--- config.mk ---
export PLATFORM = sky130hd
export DESIGN_NAME = gpf_sqrt_pipe
export DESIGN_NICKNAME = d
export VERILOG_FILES = /design/src/rtl/core/gpf_pkg.sv /design/src/rtl/core/gpf_sqrt_pipe.sv
export SDC_FILE = /design/constraint.sdc
export NUM_CORES = 2
export LEC_CHECK = 0
export ABC_CLOCK_PERIOD_IN_PS = 4000
export BUFFER_PORTS_ARGS = -buffer_cell sky130_fd_sc_hd__buf_2
export CAP_MARGIN = 25
export CORE_AREA = 2 2 450 452
export DETAILED_ROUTE_END_ITERATION = 12
export DIE_AREA = 0 0 452 454
export GPL_TIMING_DRIVEN = 0
export PLACE_DENSITY = 0.64
export SYNTH_ARGS = -nofsm -noshare
export SYNTH_HDL_FRONTEND = slang
export SYNTH_MEMORY_MAX_BITS = 65536
export SYNTH_SLANG_ARGS = --single-unit
--- constraint.sdc ---
create_clock -name clk -period 4 [get_ports clk]
set_input_delay 0.6 -clock clk [delete_from_list [all_inputs] [get_ports clk]]
set_output_delay 0.6 -clock clk [all_outputs]
set_load 0.01 [all_outputs]
--- src/rtl/core/gpf_pkg.sv ---
// Package for the gravity pair force pipeline: field widths, internal
// arithmetic widths, register reset values and register indexes.
// No dependencies.
package gpf_pkg;

	localparam int COORD_W = 32;
	localparam int MASS_W  = 32;
	localparam int CFG_W   = 32;
	localparam int FORCE_W = 48;

	localparam int DIFF_W  = COORD_W + 1;         // signed separation
	localparam int MAG_W   = DIFF_W;              // |separation|, up to 2^32
	localparam int SQ_W    = 2 * MAG_W;           // squared length, Q34.32
	localparam int ROOT_W  = SQ_W / 2;            // distance
	localparam int GM_W    = CFG_W + MASS_W;      // G*m1
	localparam int NUM_W   = GM_W + MASS_W;       // G*m1*m2
	localparam int FRAC_W  = 32;                  // unit vector fraction bits
	localparam int UNUM_W  = MAG_W + FRAC_W;      // |c| * 2^32
	localparam int U_W     = FRAC_W + 1;          // unit component, up to 2^32
	localparam int S_W     = FORCE_W + FRAC_W;    // clamped scalar, up to 2^79
	localparam int PROD_W  = S_W + U_W;           // scalar * unit component

	localparam logic [CFG_W-1:0] G_RESET        = CFG_W'(65536);
	localparam logic [CFG_W-1:0] MIN_DIST_RESET = CFG_W'(1966080);

	localparam int CFG_IDX_W = 1;

	typedef enum logic [CFG_IDX_W-1:0] {
		REG_GRAVITY  = 1'b0,
		REG_MIN_DIST = 1'b1
	} cfg_reg_t;

endpackage

--- src/rtl/core/gpf_sqrt_pipe.sv ---
// Pipelined integer square root, one root bit per stage, side data
// travels with each beat. Depends on gpf_pkg for the default width.
module gpf_sqrt_pipe import gpf_pkg::*; #(
	parameter int RT_W   = ROOT_W,
	parameter int SIDE_W = 1
) (
	input  logic              clk,
	input  logic              arst_n,
	input  logic              in_vld,
	input  logic [2*RT_W-1:0] rad,
	input  logic [SIDE_W-1:0] side_in,
	output logic              out_vld,
	output logic [RT_W-1:0]   root,
	output logic [SIDE_W-1:0] side_out
);

	localparam int RAD_W = 2 * RT_W;
	localparam int REM_W = RT_W + 2;
	localparam int T_W   = REM_W + 2;

	logic [RT_W:1]      vld_s;
	logic [REM_W-1:0]   rem_s  [1:RT_W];
	logic [RT_W-1:0]    root_s [1:RT_W];
	logic [RAD_W-1:0]   rad_s  [1:RT_W];
	logic [SIDE_W-1:0]  side_s [1:RT_W];

	for (genvar k = 0; k < RT_W; k++) begin : g_step
		logic              p_vld;
		logic [REM_W-1:0]  p_rem;
		logic [RT_W-1:0]   p_root;
		logic [RAD_W-1:0]  p_rad;
		logic [SIDE_W-1:0] p_side;
		logic [T_W-1:0]    t;
		logic [T_W-1:0]    trial;
		logic [T_W-1:0]    diff;
		logic              ge;

		if (k == 0) begin : g_first
			assign p_vld  = in_vld;
			assign p_rem  = '0;
			assign p_root = '0;
			assign p_rad  = rad;
			assign p_side = side_in;
		end else begin : g_next
			assign p_vld  = vld_s[k];
			assign p_rem  = rem_s[k];
			assign p_root = root_s[k];
			assign p_rad  = rad_s[k];
			assign p_side = side_s[k];
		end

		assign t     = {p_rem, p_rad[RAD_W-1 -: 2]};
		assign trial = T_W'({p_root, 2'b01});
		assign ge    = t >= trial;
		assign diff  = t - trial;

		always_ff @(posedge clk or negedge arst_n) begin
			if (!arst_n) begin
				vld_s[k+1] <= 1'b0;
			end else begin
				vld_s[k+1] <= p_vld;
			end
		end

		always_ff @(posedge clk) begin
			rem_s[k+1]  <= ge ? diff[REM_W-1:0] : t[REM_W-1:0];
			root_s[k+1] <= {p_root[RT_W-2:0], ge};
			rad_s[k+1]  <= p_rad << 2;
			side_s[k+1] <= p_side;
		end
	end

	assign out_vld  = vld_s[RT_W];
	assign root     = root_s[RT_W];
	assign side_out = side_s[RT_W];

endmodule

Word level (Yosys, flattened, before mapping):

Memories as Yosys holds them, arrays and structs flattened.
Index checks and enable logic that the tools add are counted.

* output and inout bits: 35
* memories: 4
* logic and storage cells: 136
* register bits: 33
* RAM bits: 4389

* magnitude comparators: 33
* mux-type cells: 33
* add/subtract/negate cells: 33

Memory list
* rad_s: depth 33, width 64, rd ports 32, clocked after memory_dff 0, wr ports 33, line gpf_sqrt_pipe.sv:24 `logic [RAD_W-1:0] rad_s [1:RT_W];`
* rem_s: depth 33, width 35, rd ports 32, clocked after memory_dff 0, wr ports 33, line gpf_sqrt_pipe.sv:22 `logic [REM_W-1:0] rem_s [1:RT_W];`
* root_s: depth 33, width 33, rd ports 33, clocked after memory_dff 0, wr ports 33, line gpf_sqrt_pipe.sv:23 `logic [RT_W-1:0] root_s [1:RT_W];`
* side_s: depth 33, width 1, rd ports 33, clocked after memory_dff 0, wr ports 33, line gpf_sqrt_pipe.sv:25 `logic [SIDE_W-1:0] side_s [1:RT_W];`

Operators by type and width (count)
* 37-bit by 35-bit greater-or-equal comparator with 1-bit output: 32
* 35-bit 2-to-1 mux: 33
* 35-bit subtractor: 32
* 2-bit by 1-bit subtractor with 3-bit output (second input constant): 1
* 2-bit by 1-bit greater-or-equal comparator with 1-bit output (second input constant): 1

Logic depth before layout (Yosys ltp):

An unclocked memory read counts as a cell.

* word-level depth: 3
* gate-level depth with buffers: 15
* mapped depth without buffers: 13

Worst setup path before layout:

Ideal clock, no wire load.

* kind: reg2reg
* start point: register, netlist name root_s[9][0]
* end point: register, netlist name rem_s[4][127]
* arrival: 3.124 ns
* stages on the path, launching flop included: 13
* clock period less this slack: 3.264 ns
* data required time: 3.860 ns
* path buffers: 0
* path slack: 0.736 ns
* cell sequence: dfxtp_1 inv_1 ha_1 nor2b_1 o21a_1 o21ai_1 a21oi_1 a2111oi_1 o21ai_0 a2111oi_0 o21bai_1 o41ai_1 o21ai_0

==> impl_metrics.py <==
metrics = {
    "status": {
        "outcome": "completed",
    },
    "global_route": {
        "grt_pass1_vias": 67700,
        "antenna_found_initial": 2,
        "grt_pass1_wl_um": 357000,
        "grt_use_total": 0.217,
        "grt-busiest-layer": "met2",
        "grt.met3_usage": 0.0372,
        "grt_use_met1": 0.264,
        "grt_max_degree": 34,
        "overflow": 0,
        "grt_use_met2": 0.384,
    },
    "clock_network": {
        "h-tree-depth": 5,
        "numCtsBuffers": 292,
        "clock_sinks": 2750,
        "clk_path_buf_depth": 4,
        "clk_latency_ns": 0.93,
        "cts-root-buf": "clkbuf_16",
        "cts_tree": "built",
        "cts.clk_slew.worst_paths_ns": 0.06,
    },
    "synthesis": {
        "synthDominantAreaCellType": "dfxtp_1",
        "syn-cell-area_um2": 99500,
        "ys_seq_elements": 2750,
        "yosys-top-cells-area": "dfxtp_1 55%, ha_1 7.5%, xor2_1 4.0%, xnor2_1 3.8%, inv_1 2.9%",
        "yosys_warnings": 0,
        "synthCells": 9751,
        "synth_edf_count": 0,
        "yosysMostFrequentCell": "dfxtp_1",
        "syn_nets": 10400,
        "yosysUniqueCellTypes": 95,
        "netlist.area_leader.share": 0.547,
        "synthTopCellsByCount": "2717 x dfxtp_1, 768 x inv_1, 719 x nand2_1",
        "synth_ff_type": "dfxtp_1",
        "ys_seq_area_frac": 0.555,
        "synth_area_per_cell_um2": 10.2,
        "async_flop_share": 0.0120,
    },
    "sta": {
        "layout_min_cycle_time_ns": 3.90,
        "setup_viol": 0,
        "relSlewSlack": 0.353,
        "finClkSkew_ns": 0.0550,
        "tightestPinTransition_ns": 0.962,
        "hold_viol": 0,
        "fin_tns_setup_ns": 0,
        "max_freq_ghz": 0.256,
        "fin_crit_sh": 0.975,
        "report.final.slew_viol_count": 0,
    },
    "worst_setup_path": {
        "rrSetupSlack_ns": 0.1,
        "r2r_end": "rem_s[4][84]",
        "required_ns": 4.70,
        "cp-end-kind": "flip-flop",
        "path_class": "flip-flop to flip-flop",
        "start_kind": "flip-flop",
        "r2r_start": "root_s[8][45]",
        "r2r_cells": 12,
        "crit_arrival_ns": 4.60,
        "crit_fanout": 10,
    },
    "cells_and_area": {
        "multi_input_area_um2": 40900,
        "regArea_um2": 55200,
        "syn_to_final_growth_pct": 14.6,
        "nets": 10900,
        "final_area_um2": 114000,
        "nFillCells": 17400,
        "layout-drive-gt1-share": 0.0739,
    },
    "die": {
        "fp.dieW_um": 452,
        "ios": 105,
        "die_h_um": 454,
        "initial_core_util": 0.495,
        "coreArea_um2": 201000,
        "dieArea_um2": 205000,
        "rows": 165,
    },
    "drt": {
        "viasPerCell": 5.22,
        "num_vias": 68400,
        "ant_nets": 0,
        "drt_iter0_drc": 3847,
        "postRouteWirelength_um": 226000,
        "post_drt_wl_per_cell_um": 17.3,
        "drc": 0,
        "dr.pass1.iters": 6,
    },
    "placed_design": {
        "dp_hpwl_um": 173000,
        "io_buffers": 104,
        "gp_congestion": 0.908,
        "placed_area_um2": 103000,
    },
    "job": {
        "maxCapViolCount": 0,
    },
    "power_and_ir_drop": {
        "powerDensity_nw_per_um2": 634,
        "leakagePower_nw": 53.3,
        "max-vdd-ir-drop_uv": 469,
    },
    "min_path": {
        "hold_class": "input port to async pin",
    },
}
[per-stage QoR]
stage	hold slack (ns)	total power (W)	setup WS, ns	utilization	cells
floorplan	0.304	0.0423	0.736	-	9751
global placement	0.310	0.0458	-0.929	0.515	12500
detailed placement	0.312	0.0460	-0.861	0.515	12500
CTS	0.229	0.0732	0.0125	0.567	13100
global route	0.261	0.0760	-0.00470	0.568	13100
finish	0.285	0.0723	0.0985	0.568	13100
[per-layer routing]
layer	routed length [um]	vias up
li1	-	34300
met2	112000	1433
met5	0	-
met4	7040	0
met1	97800	32300
met3	9870	403
[cell usage in the layout (no fill, tap or decap), drive strengths merged, types with 83 or more instances in the layout]
cell / n
nand2: 720
xnor2: 435
o21a: 110
xor2: 449
clkbuf: 566
inv: 776
nand3: 173
dfxtp: 2717
a21oi: 558
ha: 596
nand2b: 111
nand4: 100
or3: 104
nor4: 137
buf: 136
nor2b: 83
nor3: 251
nor2: 560
o21ai: 531
a21o: 272
[how the worst max path moves through the flow]
stage                        from       endpoint  slack [ns]  depth (start not counted)
global placement    root_s[14][3]   rem_s[7][59]       -0.93                         14
CTS                  root_s[9][0]  rem_s[4][127]        0.01                         12
finish              root_s[8][45]   rem_s[4][84]         0.1                         12
global route        root_s[13][0]  rem_s[6][122]      -0.005                         14
floorplan            root_s[9][0]  rem_s[4][127]        0.74                         12
detailed placement  root_s[14][3]   rem_s[7][59]       -0.86                         14
[state kept, by name, summed over array words and instances, names as in the netlist]
register      flops
side_s           33
rad_s          1056
out_vld           1
g_step.p_vld     32
root_s          561
rem_s          1067
[cells by family (layout without fill, tap and decap cells)]
family                     after synthesis  count (layout)  synth area share
DFF                                   2750            2750             0.555
and+or+nand+nor                       2532            2532             0.125
AOI/OAI and AO/OA                     1954            1954             0.122
buffers and inverters                  959            1632            0.0365
xor gates and xnor gates               884             884            0.0778
adders and majority gates              596             596            0.0749
muxes                                   75              75           0.00826
other                                    1               4         0.0000377
[critical path: stages (launching register included)]
cell and delay, ns:
dfxtp_1 0.41, inv_1 0.06, ha_1 0.27, clkbuf_1 0.17, a21o_1 0.21, a21o_1 0.17, a21o_1 0.19, a31oi_1 0.28
o21ai_0 0.14, a311oi_1 0.52, clkbuf_1 0.50, clkbuf_1 0.50, o21ai_0 0.28
[report_power, final]
group          total, W  switching (W)  internal, W
Combinational    0.0105        0.00586      0.00462
Sequential       0.0350        0.00333       0.0317
Clock            0.0268         0.0102       0.0166
[repair_timing]
action	CTS	global route
pin swaps	1	0
endpoints found under the hold margin	102	0
buffers inserted	3	0
hold buffers	70	0
endpoints found under the setup margin	239	253
cloned	0	0
gates resized for setup	40	57
[layout make-up]
| class | instances | share of cell area |
|---|---|---|
| clock buffer | 407 | 0.0734 |
| clock inverter | 89 | 0.0115 |
| inverter | 771 | 0.0254 |
| buffer | 185 | 0.00685 |
| sequential | 2750 | 0.484 |
| timing repair buffer | 180 | 0.0110 |
| multi-input combinational | 6042 | 0.358 |
| tap | 2672 | 0.0293 |
| antenna | 3 | 0.0000658 |
Power figures use the tool's default switching activity.
